### src/sv/radio_module_config_handshake_unit_assert.svh
// Assertion macros shared by the radio module setup handshake RTL.
// Expects signals named clk and rst_n in the including module.
`ifndef RADIO_MODULE_CONFIG_HANDSHAKE_UNIT_ASSERT_SVH
`define RADIO_MODULE_CONFIG_HANDSHAKE_UNIT_ASSERT_SVH

// Same-cycle implication, checked outside reset.
`define RCFG_ASSERT_IMP(label, ante, cons, msg) \
  label: assert property (@(posedge clk) disable iff (!rst_n) (ante) |-> (cons)) \
    else $error(msg);

// Next-cycle implication, checked outside reset.
`define RCFG_ASSERT_NXT(label, ante, cons, msg) \
  label: assert property (@(posedge clk) disable iff (!rst_n) (ante) |=> (cons)) \
    else $error(msg);

`endif

### src/sv/rcfg_pkg.sv
// Package for the radio module setup handshake: codes, banner ROM, helpers.
// No dependencies; used by rcfg_tracker and the top level.
`default_nettype none

package rcfg_pkg;

  localparam int BANNER_LENGTH = 27;
  localparam int IDX_W         = $clog2(BANNER_LENGTH + 1);

  localparam logic [7:0]  FRAME_MARK    = 8'hC6;
  localparam logic [7:0]  CHANNEL_TAG   = 8'hC0;
  localparam logic [7:0]  DIGIT_ZERO    = 8'h30;
  localparam logic [15:0] TIMEOUT_RESET = 16'hFFFE;
  localparam logic [3:0]  DEFAULT_CHAN  = 4'd7;

  // Positions in the banner that depend on the exchange settings
  localparam logic [IDX_W-1:0] POS_BAUD_HI = IDX_W'(15);
  localparam logic [IDX_W-1:0] POS_BAUD_LO = IDX_W'(16);
  localparam logic [IDX_W-1:0] POS_PARITY  = IDX_W'(21);
  localparam logic [IDX_W-1:0] POS_CHANNEL = IDX_W'(26);

  typedef enum logic [1:0] {
    OP_CONFIGURE = 2'd0,
    OP_PRESENCE  = 2'd1,
    OP_RX_BYTE   = 2'd2,
    OP_IDLE_POLL = 2'd3
  } op_t;

  typedef enum logic [1:0] {
    ST_BUSY     = 2'd0,
    ST_MATCHED  = 2'd1,
    ST_TIMEOUT  = 2'd2,
    ST_BAD_MODE = 2'd3
  } status_t;

  typedef enum logic [1:0] {
    PAR_NONE = 2'd0,
    PAR_EVEN = 2'd1,
    PAR_ODD  = 2'd2,
    PAR_RSVD = 2'd3
  } parity_t;

  localparam logic [1:0] REG_CODE_NONE = 2'd0;
  localparam logic [1:0] REG_CODE_EVEN = 2'd1;
  localparam logic [1:0] REG_CODE_ODD  = 2'd2;
  localparam logic [1:0] REG_TIMEOUT   = 2'd3;

  localparam logic [7:0] BANNER_ROM [BANNER_LENGTH] = '{
    8'h75, 8'h50, 8'h73, 8'h39, 8'h36, 8'h5A, 8'h30, 8'h36, 8'h50, 8'h5F,
    8'h56, 8'h32, 8'h2E, 8'h31, 8'h20, 8'h39, 8'h36, 8'h30, 8'h30, 8'h20,
    8'h38, 8'h4E, 8'h31, 8'h20, 8'h43, 8'h48, 8'h37
  };

  // Event handed from the top level to the exchange tracker
  typedef struct packed {
    logic       fire;
    op_t        op;
    logic [1:0] baud;
    parity_t    parity;
    logic [3:0] chan;
    logic [7:0] rx;
  } trk_evt_t;

  function automatic logic [7:0] baud_code(input logic [1:0] baud);
    logic [7:0] code;
    case (baud)
      2'd0:    code = 8'h96;
      2'd1:    code = 8'h48;
      2'd2:    code = 8'h24;
      default: code = 8'h12;
    endcase
    return code;
  endfunction

  function automatic logic [7:0] expected_char(input logic [IDX_W-1:0] idx,
                                               input logic [1:0] baud,
                                               input parity_t parity,
                                               input logic [3:0] chan);
    logic [7:0] hi;
    logic [7:0] lo;
    logic [7:0] letter;
    logic [7:0] ch;
    case (baud)
      2'd0:    begin hi = 8'h39; lo = 8'h36; end
      2'd1:    begin hi = 8'h34; lo = 8'h38; end
      2'd2:    begin hi = 8'h32; lo = 8'h34; end
      default: begin hi = 8'h31; lo = 8'h32; end
    endcase
    case (parity)
      PAR_EVEN: letter = 8'h45;
      PAR_ODD:  letter = 8'h4F;
      default:  letter = 8'h4E;
    endcase
    if (idx >= IDX_W'(BANNER_LENGTH))  ch = 8'h00;
    else if (idx == POS_BAUD_HI)       ch = hi;
    else if (idx == POS_BAUD_LO)       ch = lo;
    else if (idx == POS_PARITY)        ch = letter;
    else if (idx == POS_CHANNEL)       ch = DIGIT_ZERO + {4'd0, chan};
    else                               ch = BANNER_ROM[idx];
    return ch;
  endfunction

endpackage

`default_nettype wire

### src/sv/rcfg_tracker.sv
// Exchange tracker: banner match index, miss counter and expected settings.
// Depends on rcfg_pkg and the assertion macro header.
`default_nettype none

module rcfg_tracker (
  input  wire logic              clk,
  input  wire logic              rst_n,
  input  wire rcfg_pkg::trk_evt_t evt,
  input  wire logic [15:0]       timeout_limit,
  output rcfg_pkg::status_t      status
);
  import rcfg_pkg::*;

  `include "radio_module_config_handshake_unit_assert.svh"

  logic             active_r, active_nxt;
  logic [IDX_W-1:0] idx_r, idx_nxt;
  logic [15:0]      miss_r, miss_nxt;
  logic [1:0]       baud_r, baud_nxt;
  parity_t          parity_r, parity_nxt;
  logic [3:0]       chan_r, chan_nxt;
  logic             hit;

  assign hit = (evt.op == OP_RX_BYTE) && (idx_r < IDX_W'(BANNER_LENGTH)) &&
               (evt.rx == expected_char(idx_r, baud_r, parity_r, chan_r));

  always_comb begin
    active_nxt = active_r;
    idx_nxt    = idx_r;
    miss_nxt   = miss_r;
    baud_nxt   = baud_r;
    parity_nxt = parity_r;
    chan_nxt   = chan_r;
    status     = ST_BUSY;
    if (evt.fire) begin
      case (evt.op)
        OP_CONFIGURE: begin
          active_nxt = 1'b1;
          idx_nxt    = '0;
          miss_nxt   = '0;
          baud_nxt   = evt.baud;
          parity_nxt = evt.parity;
          chan_nxt   = evt.chan;
        end
        OP_PRESENCE: begin
          active_nxt = 1'b1;
          idx_nxt    = '0;
          miss_nxt   = '0;
          baud_nxt   = 2'd0;
          parity_nxt = PAR_NONE;
          chan_nxt   = DEFAULT_CHAN;
        end
        default: begin
          if (active_r) begin
            if (hit) begin
              idx_nxt = idx_r + IDX_W'(1);
            end else begin
              if (evt.op == OP_RX_BYTE) idx_nxt = '0;
              if (miss_r != 16'hFFFF) miss_nxt = miss_r + 16'd1;
            end
            if (idx_nxt >= IDX_W'(BANNER_LENGTH)) begin
              active_nxt = 1'b0;
              status     = ST_MATCHED;
            end else if (miss_nxt >= timeout_limit) begin
              active_nxt = 1'b0;
              status     = ST_TIMEOUT;
            end
          end
        end
      endcase
    end
  end

  always_ff @(posedge clk) begin
    if (!rst_n) begin
      active_r <= 1'b0;
      idx_r    <= '0;
      miss_r   <= '0;
      baud_r   <= 2'd0;
      parity_r <= PAR_NONE;
      chan_r   <= DEFAULT_CHAN;
    end else begin
      active_r <= active_nxt;
      idx_r    <= idx_nxt;
      miss_r   <= miss_nxt;
      baud_r   <= baud_nxt;
      parity_r <= parity_nxt;
      chan_r   <= chan_nxt;
    end
  end

  `RCFG_ASSERT_NXT(a_end_on_result, evt.fire && status != ST_BUSY, !active_r,
                   "exchange still active after match or timeout")
  `RCFG_ASSERT_IMP(a_idx_in_banner, active_r, idx_r < IDX_W'(BANNER_LENGTH),
                   "match index past banner while active")
  `RCFG_ASSERT_NXT(a_start_clean,
                   evt.fire && (evt.op == OP_CONFIGURE || evt.op == OP_PRESENCE),
                   active_r && idx_r == '0 && miss_r == '0,
                   "new exchange did not start from a clean state")

endmodule

`default_nettype wire

### src/sv/radio_module_config_handshake_unit.sv
// Top level of the radio module setup handshake: ports, registers, frame sender.
// Depends on rcfg_pkg, rcfg_tracker and the assertion macro header.
//
//   channel | direction | transfer carries
//   in_*    | input     | operation, baud_select, mode_byte, channel, rx_byte
//   out_*   | output    | tx_byte, tx_valid, last, status (one result per transfer)
//   cfg_*   | input     | register index and write data
//
// A received byte, an idle poll, a presence check or a rejected configure gives one
// result in the cycle after its transfer; one item can be taken every cycle while
// the output is not stalled. A valid configure gives seven frame bytes, sent by the
// frame sequencer, and the input is held off until the last byte is loaded.
// A stalled result holds in the output register; input waits only when it is full.
// Synchronous active-low reset clears control state and reloads register defaults.
`default_nettype none

module radio_module_config_handshake_unit (
  input  wire logic        clk,
  input  wire logic        rst_n,
  // input channel
  input  wire logic        in_valid,
  output logic             in_ready,
  input  wire logic [1:0]  in_operation,
  input  wire logic [1:0]  in_baud_select,
  input  wire logic [7:0]  in_mode_byte,
  input  wire logic [3:0]  in_channel,
  input  wire logic [7:0]  in_rx_byte,
  // result channel
  output logic             out_valid,
  input  wire logic        out_ready,
  output logic [7:0]       out_tx_byte,
  output logic             out_tx_valid,
  output logic             out_last,
  output logic [1:0]       out_status,
  // configuration channel
  input  wire logic        cfg_valid,
  output logic             cfg_ready,
  input  wire logic [1:0]  cfg_index,
  input  wire logic [15:0] cfg_data
);
  import rcfg_pkg::*;

  `include "radio_module_config_handshake_unit_assert.svh"

  // Configuration registers
  logic [7:0]  code_none_r;
  logic [7:0]  code_even_r;
  logic [7:0]  code_odd_r;
  logic [15:0] timeout_r;

  // Result register
  logic        out_valid_r, out_valid_nxt;
  logic [7:0]  out_tx_byte_r, out_tx_byte_nxt;
  logic        out_tx_valid_r, out_tx_valid_nxt;
  logic        out_last_r, out_last_nxt;
  status_t     out_status_r, out_status_nxt;

  // Frame sequencer: position of the next frame byte, zero when none is pending
  logic [2:0]  frame_pos_r, frame_pos_nxt;
  logic [7:0]  frame_baud_r, frame_baud_nxt;
  logic [7:0]  frame_mode_r, frame_mode_nxt;
  logic [7:0]  frame_chan_r, frame_chan_nxt;
  logic [7:0]  frame_sum_r, frame_sum_nxt;

  op_t         op;
  logic        in_fire;
  logic        pop;
  logic        mode_ok;
  parity_t     parity_sel;
  trk_evt_t    evt;
  status_t     trk_status;

  assign cfg_ready = 1'b1;

  always_ff @(posedge clk) begin
    if (!rst_n) begin
      code_none_r <= 8'd0;
      code_even_r <= 8'd1;
      code_odd_r  <= 8'd2;
      timeout_r   <= TIMEOUT_RESET;
    end else if (cfg_valid) begin
      case (cfg_index)
        REG_CODE_NONE: code_none_r <= cfg_data[7:0];
        REG_CODE_EVEN: code_even_r <= cfg_data[7:0];
        REG_CODE_ODD:  code_odd_r  <= cfg_data[7:0];
        REG_TIMEOUT:   timeout_r   <= cfg_data;
        default:       ;
      endcase
    end
  end

  // Decode the mode byte; the first matching register in order wins
  always_comb begin
    mode_ok    = 1'b1;
    parity_sel = PAR_NONE;
    if (in_mode_byte == code_none_r)      parity_sel = PAR_NONE;
    else if (in_mode_byte == code_even_r) parity_sel = PAR_EVEN;
    else if (in_mode_byte == code_odd_r)  parity_sel = PAR_ODD;
    else                                  mode_ok    = 1'b0;
  end

  assign op       = op_t'(in_operation);
  assign pop      = out_valid_r && out_ready;
  assign in_ready = (frame_pos_r == 3'd0) && (!out_valid_r || out_ready);
  assign in_fire  = in_valid && in_ready;

  // Drop a rejected configure before it reaches the tracker
  always_comb begin
    evt.fire   = in_fire && ((op != OP_CONFIGURE) || mode_ok);
    evt.op     = op;
    evt.baud   = in_baud_select;
    evt.parity = parity_sel;
    evt.chan   = in_channel;
    evt.rx     = in_rx_byte;
  end

  rcfg_tracker u_tracker (
    .clk           (clk),
    .rst_n         (rst_n),
    .evt           (evt),
    .timeout_limit (timeout_r),
    .status        (trk_status)
  );

  always_comb begin
    out_valid_nxt    = out_valid_r;
    out_tx_byte_nxt  = out_tx_byte_r;
    out_tx_valid_nxt = out_tx_valid_r;
    out_last_nxt     = out_last_r;
    out_status_nxt   = out_status_r;
    frame_pos_nxt    = frame_pos_r;
    frame_baud_nxt   = frame_baud_r;
    frame_mode_nxt   = frame_mode_r;
    frame_chan_nxt   = frame_chan_r;
    frame_sum_nxt    = frame_sum_r;

    if (in_fire) begin
      out_valid_nxt = 1'b1;
      if (op == OP_CONFIGURE && mode_ok) begin
        // Send the first mark now, latch the rest of the frame
        out_tx_byte_nxt  = FRAME_MARK;
        out_tx_valid_nxt = 1'b1;
        out_last_nxt     = 1'b0;
        out_status_nxt   = ST_BUSY;
        frame_pos_nxt    = 3'd1;
        frame_baud_nxt   = baud_code(in_baud_select);
        frame_mode_nxt   = in_mode_byte;
        frame_chan_nxt   = {4'd0, in_channel} | CHANNEL_TAG;
        frame_sum_nxt    = baud_code(in_baud_select) + in_mode_byte +
                           ({4'd0, in_channel} | CHANNEL_TAG);
      end else begin
        out_tx_byte_nxt  = 8'd0;
        out_tx_valid_nxt = 1'b0;
        out_last_nxt     = 1'b1;
        out_status_nxt   = (op == OP_CONFIGURE) ? ST_BAD_MODE : trk_status;
      end
    end else if (pop && frame_pos_r != 3'd0) begin
      // Advance through the frame one byte per transfer
      out_valid_nxt    = 1'b1;
      out_tx_valid_nxt = 1'b1;
      out_last_nxt     = 1'b0;
      out_status_nxt   = ST_BUSY;
      frame_pos_nxt    = frame_pos_r + 3'd1;
      case (frame_pos_r)
        3'd3:    out_tx_byte_nxt = frame_baud_r;
        3'd4:    out_tx_byte_nxt = frame_mode_r;
        3'd5:    out_tx_byte_nxt = frame_chan_r;
        3'd6: begin
          out_tx_byte_nxt = frame_sum_r;
          out_last_nxt    = 1'b1;
          frame_pos_nxt   = 3'd0;
        end
        default: out_tx_byte_nxt = FRAME_MARK;
      endcase
    end else if (pop) begin
      out_valid_nxt = 1'b0;
    end
  end

  always_ff @(posedge clk) begin
    if (!rst_n) begin
      out_valid_r <= 1'b0;
      frame_pos_r <= 3'd0;
    end else begin
      out_valid_r <= out_valid_nxt;
      frame_pos_r <= frame_pos_nxt;
    end
  end

  always_ff @(posedge clk) begin
    out_tx_byte_r  <= out_tx_byte_nxt;
    out_tx_valid_r <= out_tx_valid_nxt;
    out_last_r     <= out_last_nxt;
    out_status_r   <= out_status_nxt;
    frame_baud_r   <= frame_baud_nxt;
    frame_mode_r   <= frame_mode_nxt;
    frame_chan_r   <= frame_chan_nxt;
    frame_sum_r    <= frame_sum_nxt;
  end

  assign out_valid    = out_valid_r;
  assign out_tx_byte  = out_tx_byte_r;
  assign out_tx_valid = out_tx_valid_r;
  assign out_last     = out_last_r;
  assign out_status   = out_status_r;

  `RCFG_ASSERT_IMP(a_frame_continues, out_valid_r && out_tx_valid_r && !out_last_r,
                   frame_pos_r != 3'd0, "frame byte without a follow-on byte pending")
  `RCFG_ASSERT_IMP(a_pending_has_output, frame_pos_r != 3'd0, out_valid_r,
                   "frame pending with empty output register")
  `RCFG_ASSERT_NXT(a_frame_starts,
                   in_fire && op == OP_CONFIGURE && mode_ok,
                   out_valid_r && out_tx_valid_r && out_tx_byte_r == FRAME_MARK &&
                   frame_pos_r == 3'd1,
                   "accepted configure did not start a frame")

endmodule

`default_nettype wire
### config.mk
export PLATFORM = sky130hd
export DESIGN_NAME = radio_module_config_handshake_unit
export DESIGN_NICKNAME = d
export VERILOG_FILES = /design/src/sv/rcfg_pkg.sv /design/src/sv/rcfg_tracker.sv /design/src/sv/radio_module_config_handshake_unit.sv
export VERILOG_INCLUDE_DIRS = /design/src /design/src/sv
export SDC_FILE = /design/constraint.sdc
export NUM_CORES = 1
export LEC_CHECK = 0
export BUFFER_PORTS_ARGS = -buffer_cell sky130_fd_sc_hd__buf_2
export CORE_MARGIN = 1.5
export CORE_UTILIZATION = 55
export CTS_BUF_LIST = sky130_fd_sc_hd__clkbuf_2 sky130_fd_sc_hd__clkbuf_4 sky130_fd_sc_hd__clkbuf_8
export DETAILED_ROUTE_END_ITERATION = 12
export GPL_TIMING_DRIVEN = 1
export PLACE_DENSITY = 0.77
export SLEW_MARGIN = 10
export SYNTH_ARGS = -nofsm -noshare
export SYNTH_HDL_FRONTEND = slang
export SYNTH_HIERARCHICAL = 1
export SYNTH_SLANG_ARGS = --single-unit
export TNS_END_PERCENT = 1
### constraint.sdc
create_clock -name clk -period 4.7 [get_ports clk]
set_clock_uncertainty 0.1 [all_clocks]
set_input_delay 0.47 -clock clk [delete_from_list [all_inputs] [get_ports clk]]
set_output_delay 0.47 -clock clk [all_outputs]
set_load 0.03 [all_outputs]
# After elaboration in Yosys (flattened, before gate mapping)
# Memory sizes are Yosys's and may differ from the RTL's.
# Index checks and enable logic that the tools add are counted.
classes:
  n_bitwise: 1
  muxes: 67
  n_reduce_logical: 31
  magnitude_cmp: 5
  addsub: 6
  n_eq_ne: 25
op_table:
  columns: ["op", "count"]
  rows:
  - ["$mux W16", 7]
  - ["$mux W8", 12]
  - ["$mux W5", 7]
  - ["$eq A8 B8 Y1", 4]
  - ["$pmux W8 S4", 1]
  - ["$mux W2", 12]
  - ["$pmux W4 S3", 2]
  - ["$pmux W8 S3", 1]
  - ["$mux W1", 17]
  - ["$add A16 B1 Y16 const B", 1]
  - ["$add A8 B8 Y8", 2]
  - ["$ge A16 B16 Y1", 1]
  - ["$ne A16 B16 Y1 const B", 1]
  - ["$pmux W4 S2", 2]
  - ["$reduce_and A2 Y1", 8]
  - ["$eq A5 B5 Y1 const B", 3]
  - ["$eq A2 B2 Y1 const B", 6]
  - ["$mux W3", 4]
  - ["$eq A2 B1 Y1 const B", 5]
  - ["$ge A5 B5 Y1 const B", 2]
  - ["$eq A3 B3 Y1 const B", 3]
  - ["$logic_and A1 B1 Y1", 8]
  - ["$logic_not A2 Y1", 4]
  - ["$pmux W2 S2", 2]
  - ["other kinds (15)", 20]
totals:
  reg_bits: 114
  wordCells: 156
  mem_count: 1
  romBits: 256
memory_table:
  columns: ["name", "words", "word_bits", "rd", "rd_ports_with_merged_regs", "write_ports", "line", "rtl"]
  rows:
  - ["(name not given)", 32, 8, 1, 0, 0, "rcfg_pkg.sv:99", "else ch = BANNER_ROM[idx];"]

# Longest topological paths before layout
# Gate-level depths: netlist of the first run.
logic_depth:
  word_depth: 24
  depth_mapped: 26

# By module
# The synthesis of the first run kept the hierarchy.
modules_own_cells:
  columns: ["module", "area_each_um2", "cells_per_inst", "n_inst"]
  rows:
  - ["radio_module_config_handshake_unit", 3870.0, 386, 1]
  - ["rcfg_tracker", 3239.4, 432, 1]

# Least setup slack after synthesis of the first run
# No wires, ideal clock.
synth_timing:
  path_kind: "register to register"
  startpoint: "register u_tracker.idx_r[0]"
  endpoint: "register out_status_r[1], in the netlist out_status[1], data pin"
  t_arrival_ns: 4.483
  path_stages_with_launch: 24
  period_less_slack_ns: 4.850
  setup_time_ns: 0.267
  path_buffers: 2
  required_ns: 4.333
  setup_slack_ns: -0.150
  path_cell_list: "dfxtp_1 clkbuf_1 inv_1 ha_1 or3b_1 a32oi_1 o211ai_1 mux2_4 a2111oi_4 nand4_4 and2_4 buf_2 xnor2_1 ha_1 nand2b_1 a21o_1 a21o_1 a21o_1 a21oi_1 o21ai_0 a21oi_1 nor3_1 nand3_1 o21ai_0"
synth_between:
  elab_chain_cells: 24
  word_cells_on_any_way: 38
  classes_between: "add/sub: 1; order compare: 4; eq/ne: 5; mux: 24; bitwise: 1; reduce/logical: 2; memory: 1"
synth_lines:
  columns: ["element", "line", "rtl"]
  rows:
  - ["start: declaration", "rcfg_tracker.sv:17", "logic [IDX_W-1:0] idx_r, idx_nxt;"]
  - ["start signal: assignment", "rcfg_tracker.sv:84", "idx_r <= idx_nxt;"]
  - ["$not A5 Y6 (implied by the code)", "rcfg_pkg.sv:99", null]
  - ["$mem_v2 Z32 W8", null, null]
  - ["$mux W8 (implied by the code) (2 in a row)", "rcfg_pkg.sv:99", null]
  - ["$mux W8", "rcfg_pkg.sv:98", "else if (idx == POS_CHANNEL) ch = DIGIT_ZERO + {4'd0, chan};"]
  - ["$mux W8", "rcfg_pkg.sv:97", "else if (idx == POS_PARITY) ch = letter;"]
  - ["$mux W8", "rcfg_pkg.sv:96", "else if (idx == POS_BAUD_LO) ch = lo;"]
  - ["$mux W8", "rcfg_pkg.sv:95", "else if (idx == POS_BAUD_HI) ch = hi;"]
  - ["$mux W8", "rcfg_pkg.sv:94", "if (idx >= IDX_W'(BANNER_LENGTH)) ch = 8'h00;"]
  - ["(+8 left out)", null, null]
  - ["$mux W2 *", "rcfg_tracker.sv:61", "if (idx_nxt >= IDX_W'(BANNER_LENGTH)) begin"]
  - ["$mux W2 *", "rcfg_tracker.sv:54", "if (active_r) begin"]
  - ["$mux W2 *", "rcfg_tracker.sv:36", "case (evt.op)"]
  - ["$mux W2 *", "rcfg_tracker.sv:35", "if (evt.fire) begin"]
  - ["named net trk_status[1]", "radio_module_config_handshake_unit.sv:71", "status_t trk_status;"]
  - ["$mux W2 *", "radio_module_config_handshake_unit.sv:155", "out_status_nxt = (op == OP_CONFIGURE) ? ST_BAD_MODE : trk_status;"]
  - ["$mux W2 *", "radio_module_config_handshake_unit.sv:139", "if (op == OP_CONFIGURE && mode_ok) begin"]
  - ["$mux W2 *", "radio_module_config_handshake_unit.sv:137", "if (in_fire) begin"]
  - ["end signal: assignment", "radio_module_config_handshake_unit.sv:194", "out_status_r <= out_status_nxt;"]
  - ["end: declaration", "radio_module_config_handshake_unit.sv:56", "status_t out_status_r, out_status_nxt;"]
# Mark *: on every way through the listed nets, which the timed path passes. The rest lies on a longest branch. The select of a mux whose other input is x is not followed.
# A chain may end at the register's enable or synchronous reset.

# Worst setup path in the final report of the first run
# Same ends and word-level chain as after synthesis.

==> run_results.csv, run 1 <==
group,metric,value,unit
route,route.antenna.remaining_nets,0,
worst_setup_path,rr_startpoint,"u_tracker/idx_r[0]",
global_routing,antenna_found_initial,0,
logic_synthesis,synth_fp_nets,917,
clock_tree,cts.clk_slew.worst_paths,0.11,ns
pwr,leakagePower,3.40,nW
route,routed-via-count,6011,
logic_synthesis,postSynthCellCount,818,
sta,period_minus_slack,4.54,ns
global_routing,global_route_wire_length_before_repair,27000,um
floorplanning,placeableCoreArea,0.0126,mm2
placed_design,gp_congestion,0.900,
cells_and_area,diodes,0,
logic_synthesis,synth_area_leader_cell,"dfxtp_1",
logic_synthesis,proportion_of_netlist_area_held_by_the_largest_area_contributor,0.208,
route,drt_pass1_iterations,5,
clock_tree,clkLatencyLatePin,0.40,ns
clock_tree,cts-htree-levels,3,
sta,timing_worst_slew_pin_value,0.736,ns
cells_and_area,final-instance-count-excl-fill,1060,
logic_synthesis,synth_top_family_by_area,"simple AND/OR/NAND/NOR gates",
worst_hold_path,holdCritStartpoint,"cfg_data[8]",
worst_setup_path,worstPathBufferInverterCount,1,
cells_and_area,layout-drive-gt1-share,0.173,
logic_synthesis,yosysUniqueCellTypes,82,
clock_tree,clock_tree.buffer_depth,2,
worst_setup_path,critical_path.most_common_cell,"a21o_1",
worst_setup_path,critical_path.top_delay_family,"compound AO/OA/AOI/OAI gates",
logic_synthesis,synth-async-reset-ratio,0,
global_routing,grt_max_degree,69,
clock_tree,cts.sinks,111,
sta,setup_tns,0,ns
route,number_of_design_rule_violations_left_after_detail_routing,0,
logic_synthesis,synthTopCellsByArea,"dfxtp_1 21%, edfxtp_1 16%, ha_1 8.4%",
placed_design,placed_cells_incl_taps,1038,
sta,slew-limit-headroom,0.508,
clock_tree,cts_tree,"built",
worst_setup_path,required,4.73,ns
logic_synthesis,post_synth_simple_gate_area,0.227,
placed_design,io_buffers,60,
sta,hold_viol_final,0,
worst_setup_path,critical_path_class,"reg -> reg",
route,wl,16200,um
worst_setup_path,critPathCaptureType,"register",
global_routing,grt_remaining_overflow,0,
cells_and_area,mostFrequentLayoutCells,"115 x nand2_1, 72 x dfxtp_1, 60 x buf_2",
outcome,outcome,"completed",
worst_setup_path,kind_of_start_point_of_the_critical_path,"register",
run,drv_cap,0,
worst_setup_path,max_stage_delay,0.39,ns
logic_synthesis,post_synth_mux_area_share,0.0268,
floorplanning,starting_density_of_the_core,0.563,
logic_synthesis,number_of_warning_messages_in_the_yosys_log,6,
worst_setup_path,cp-startpoint,"u_tracker/idx_r[0]",
route,viasPerCell,5.67,
logic_synthesis,synth_adder_area_share,0.0957,
clock_tree,number_of_buffers_inserted_during_clock_tree_synthesis,9,
clock_tree,root_buffer,"clkbuf_8",
cells_and_area,syn2layout_area_growth,13.1,%
logic_synthesis,synth_ff_type,"dfxtp_1",
pwr,pwr_density_cell,238,mW/mm2
logic_synthesis,synth-compound-area-share,0.177,
sta,post-route-period-util,0.966,
sta,slew_violations,0,
sta,timing.hold.ws,0.175,ns
pwr,irDropWorstVdd,0.189,mV
global_routing,vias_in_the_first_global_route,5619,
cells_and_area,layout.cells.most_common,"nand2_1",
logic_synthesis,synth_edf_count,37,
logic_synthesis,post_synthesis_register_bit_count,111,
route,detail_route.wl_per_cell,15.2,um
worst_hold_path,worst_hold_path_type,"in -> reg",
logic_synthesis,syn_area,0.00711,mm2
logic_synthesis,synthXorXnorAreaFrac,0.0554,
worst_setup_path,critical_path.max_fanout,8,
global_routing,globalRouteTotalUtil,0.251,
floorplanning,die_h,117,um
cells_and_area,final_nets,982,
clock_tree,postCtsHoldBufs,0,
route,drt_iter0_markers,366,
pwr,power,1.92,mW
sta,rsz0062_at_grt,"true",
cells_and_area,final.fill_count,1113,
sta,fmaxAchievable,220,MHz
worst_setup_path,worstPathCellList,"inv_4 > ha_4 > or3b_4 > a32oi_2 > o211ai_1 > mux2_4 > a2111oi_4 > nand4_4 > and2_4 > mux2_2 > ha_1 > a21o_1 > a21o_1 > a21o_1 > a21oi_1 > o21ai_1 > a21oi_2 > nor3_2 > nand3_1 > o21ai_1",
floorplanning,row_cnt,41,
placed_design,hpwl,12100,um
floorplanning,die_area,0.0136,mm2
logic_synthesis,synth_seq_area_share,0.365,
floorplanning,die_x,117,um
logic_synthesis,synth_area_per_inst,8.69,um2
sta,setup_viol,0,
worst_setup_path,worst_ep_arrival_time,4.57,ns
floorplanning,top_level_ports,62,
worst_setup_path,crit_path_top_delay_cell,"dfxtp_4",
==> cell families after synthesis <==
kind of cell / after synthesis
simple gates: 318
compound gates: 183
flops: 111
buf+inv: 90
fa+ha+maj: 52
xor+xnor: 45
mux: 18
other cells: 1
==> cells in the mapped netlist, drive strengths merged, types with 9 or more instances <==
master	n
nor2b	24
o21ai	41
nor2	42
ha	48
nand2	115
nand3	35
nor4	9
and3	17
xor2	23
clkbuf	29
nand2b	10
dfxtp	74
a21oi	34
xnor2	22
buf	14
a21boi	19
and2	10
edfxtp	37
mux2i	13
inv	47
a21o	9
nor3	19
a211oi	10
nand4	10
==> per-stage QoR <==
stage | utilization | setup WS (ns) | area, um2
floorplan | - | 0.00778 | 7120
global placement | 0.608 | -0.243 | 7680
detailed placement | 0.608 | -0.160 | 7680
CTS | 0.628 | 0.00652 | 7930
global route | 0.637 | -0.0414 | 8040
finish | 0.637 | 0.160 | 8040
==> sequential cells by signal (all words and copies together) (netlist names), 3 cells and up <==
register / flops
u_tracker/idx_r: 5
frame_baud_r: 5
u_tracker/chan_r: 4
timeout_r: 16
u_tracker/miss_r: 16
frame_mode_r: 8
frame_chan_r: 4
code_odd_r: 8
code_none_r: 8
frame_sum_r: 8
out_tx_byte: 8
code_even_r: 8
frame_pos_r: 3
==> worst paths after layout <==
| path | end | slack, ns | cells after the start |
|---|---|---|---|
| setup / recovery | out_status[1] | 0.16 | 20 |
| hold reg to reg | timeout_r[10] | 0.37 | 2 |
| setup reg to reg | out_status[1] | 0.16 | 20 |
| hold / removal | timeout_r[8] | 0.18 | 3 |
==> final cells by class <==
class / instances / area (um2) / area share
clock inverters: 6 / 80.1 / 0.00996
clock buffers: 10 / 131 / 0.0163
inverters: 47 / 179 / 0.0223
repair buffers: 97 / 598 / 0.0744
well taps: 172 / 215 / 0.0268
flip-flops and latches: 111 / 2600 / 0.323
multi-input cells: 617 / 4230 / 0.527
==> worst min-delay path: cells and delay by family <==
kind / cells / cell delay, ns
simple gates: 2 / 0.10
buf+inv: 1 / 0.07
==> report_power, final <==
group          internal (mW)  switching [mW]  leakage (nW)
clock network          0.266           0.349         0.106
logic                  0.105           0.160          2.35
registers               1.02          0.0153         0.948
total                   1.39           0.525          3.40
==> routing by layer <==
metal	GRT usage	routed length, um	vias up
li1	-	-	3031
met1	0.345	7740	2802
met2	0.412	7510	156
met3	0.0384	664	22
met4	0.0739	247	0
met5	0	0	-
==> repair_timing <==
| action | in CTS | in global routing |
|---|---|---|
| resized for setup | 6 | 24 |
| endpoints found under the setup margin | 2 | 2 |
| setup buffers | 3 | 3 |
| cloned | 0 | 0 |
| pin swaps | 3 | 16 |
Note: power is estimated with default switching activity, not from simulation.
==> run 2, diff against run 1 <==
- CORE_UTILIZATION: 55 -> 56
- PLACE_DENSITY: 0.77 -> 0.79
==> run_results.csv, run 2 (synthesis gave the netlist of run 1 again) <==
group,metric,value,unit
outcome,outcome,"completed",
pwr,pwr_density_cell,233,mW/mm2
route,number_of_design_rule_violations_left_after_detail_routing,0,
worst_setup_path,critical_path.max_fanout,6,
floorplanning,top_level_ports,62,
clock_tree,cts_tree,"built",
cells_and_area,layout-drive-gt1-share,0.174,
clock_tree,postCtsHoldBufs,0,
sta,setup_viol,0,
worst_hold_path,worst_hold_path_type,"in -> reg",
placed_design,hpwl,12600,um
worst_hold_path,holdCritStartpoint,"cfg_data[10]",
route,routed-via-count,6162,
clock_tree,clkLatencyLatePin,0.40,ns
placed_design,placed_cells_incl_taps,1025,
clock_tree,clock_tree.buffer_depth,2,
sta,hold_viol_final,0,
worst_setup_path,worst-r2r-cell-count,21,
cells_and_area,layout.cells.most_common,"nand2_1",
clock_tree,cts-htree-levels,3,
route,viasPerCell,5.87,
global_routing,globalRouteTotalUtil,0.263,
floorplanning,row_cnt,40,
floorplanning,die_h,116,um
route,drt_pass1_iterations,5,
route,drt_iter0_markers,413,
floorplanning,placeableCoreArea,0.0122,mm2
worst_hold_path,whs_endpoint,"timeout_r[10]",
cells_and_area,syn2layout_area_growth,12.2,%
placed_design,io_buffers,60,
pwr,leakagePower,3.35,nW
worst_setup_path,cp-startpoint,"u_tracker/idx_r[0]",
clock_tree,cts.clk_slew.worst_paths,0.10,ns
run,drv_cap,0,
cells_and_area,layout_top_registers,"timeout_r: 16 flops, u_tracker/miss_r: 16 flops",
pwr,power,1.86,mW
worst_setup_path,regToRegSetupSlack,0.20,ns
sta,post-route-period-util,0.958,
placed_design,gp_congestion,0.872,
cells_and_area,final-instance-count-excl-fill,1049,
cells_and_area,diodes,0,
worst_setup_path,critPathCaptureType,"register",
sta,setup_tns,0,ns
global_routing,vias_in_the_first_global_route,5821,
worst_hold_path,hold_depth,3,
sta,timing_worst_slew_pin_value,0.726,ns
worst_setup_path,critical_path_class,"reg -> reg",
cells_and_area,final.fill_count,1059,
cells_and_area,final_nets,975,
global_routing,antenna_found_initial,0,
clock_tree,root_buffer,"clkbuf_8",
cells_and_area,regArea,0.00260,mm2
worst_setup_path,required,4.74,ns
cells_and_area,mostFrequentLayoutCells,"114 x nand2_1, 71 x dfxtp_1, 60 x buf_2",
sta,slew-limit-headroom,0.515,
cells_and_area,multi_input_comb_area,0.00426,mm2
floorplanning,die_area,0.0134,mm2
global_routing,grt_max_degree,39,
global_routing,global_route_wire_length_before_repair,27900,um
clock_tree,cts.sinks,111,
sta,fmaxAchievable,222,MHz
global_routing,grt_remaining_overflow,0,
sta,timing.hold.ws,0.180,ns
floorplanning,starting_density_of_the_core,0.582,
worst_setup_path,regToRegEndpoint,"out_status[1]",
worst_setup_path,kind_of_start_point_of_the_critical_path,"register",
sta,period_minus_slack,4.50,ns
route,wl,17000,um
worst_setup_path,rr_startpoint,"u_tracker/idx_r[0]",
route,route.antenna.remaining_nets,0,
worst_setup_path,worst_ep_arrival_time,4.55,ns
clock_tree,number_of_buffers_inserted_during_clock_tree_synthesis,9,
route,detail_route.wl_per_cell,16.2,um
sta,slew_violations,0,
pwr,irDropWorstVdd,0.267,mV
floorplanning,die_x,116,um
run 2: cell count changes in the layout (fill, tap and decap cells not counted), moves of 2 or more:
| cell | previous run | this run |
|---|---|---|
| buf_4 | 35 | 24 |
| buf_6 | 0 | 4 |
| clkinv_4 | 0 | 3 |
| ha_1 | 45 | 42 |
| ha_2 | 2 | 4 |
| inv_8 | 3 | 1 |
| nor3_1 | 15 | 17 |
| nor3_2 | 4 | 2 |
| o21ai_1 | 8 | 6 |
run 2: per-layer routing:
layer / global-route usage / vias to the layer above / share of wire / wire [um]
met3: 0.0565 / 26 / 0.069 / 1170
met1: 0.337 / 2907 / 0.43 / 7260
li1: - / 3019 / - / -
met2: 0.452 / 210 / 0.49 / 8280
met5: 0 / - / 0 / 0
met4: 0.0740 / 0 / 0.015 / 248
run 2: repair_timing:
| item | 4_1_cts | 5_1_grt |
|---|---|---|
| gates resized for setup | 4 | 35 |
| setup buffers | 0 | 7 |
| setup endpoints to repair | 1 | 2 |
| pin swaps | 0 | 13 |
| gates cloned | 0 | 1 |
run 2: worst max path at each step:
stage	to	cells past startpoint
2_1_floorplan	out_status[1]	23
3_3_place_gp	out_status[1]	20
3_5_place_dp	out_status[1]	20
4_1_cts	out_status[1]	21
5_1_grt	out_status[1]	21
6_report	out_status[1]	21
run 2: final cells by class:
cell class / instances / area share
sequential: 111 / 0.326
inverter: 47 / 0.0224
clock inverter: 6 / 0.00674
clock buffer: 10 / 0.0165
tap: 168 / 0.0263
multi-input combinational: 618 / 0.534
timing repair buffer: 89 / 0.0684
run 2: where the power goes:
| group | switching [mW] | total [mW] | internal (mW) |
|---|---|---|---|
| Combinational | 0.163 | 0.268 | 0.105 |
| Clock | 0.344 | 0.551 | 0.207 |
| Sequential | 0.0159 | 1.04 | 1.02 |
| Total | 0.522 | 1.86 | 1.33 |
run 2: worst max-delay path, stage by stage, from the launching register on:
cell and delay, ns:
dfxtp_4 0.39, inv_4 0.06, ha_2 0.18, or3b_1 0.35, a32oi_1 0.21, o211ai_1 0.17
mux2_4 0.35, a2111oi_4 0.35, nand4_4 0.18, and2_4 0.21, xnor2_2 0.14, ha_1 0.26
nand2b_1 0.14, a21o_1 0.17, a21o_1 0.17, a21o_1 0.18, a21oi_2 0.13, o21ai_2 0.07
a21oi_2 0.22, nor3_1 0.07, nand3_1 0.07, o21ai_0 0.08
run 2: metrics by stage:
stage                     utilization  cell area (um2)  worst slack [ns]
after floorplan                     -             7120           0.00778
after global placement          0.623             7600            -0.314
after detailed placement        0.623             7600            -0.131
after CTS                       0.639             7800           0.00275
after global routing            0.653             7980           -0.0175
final                           0.653             7980             0.197
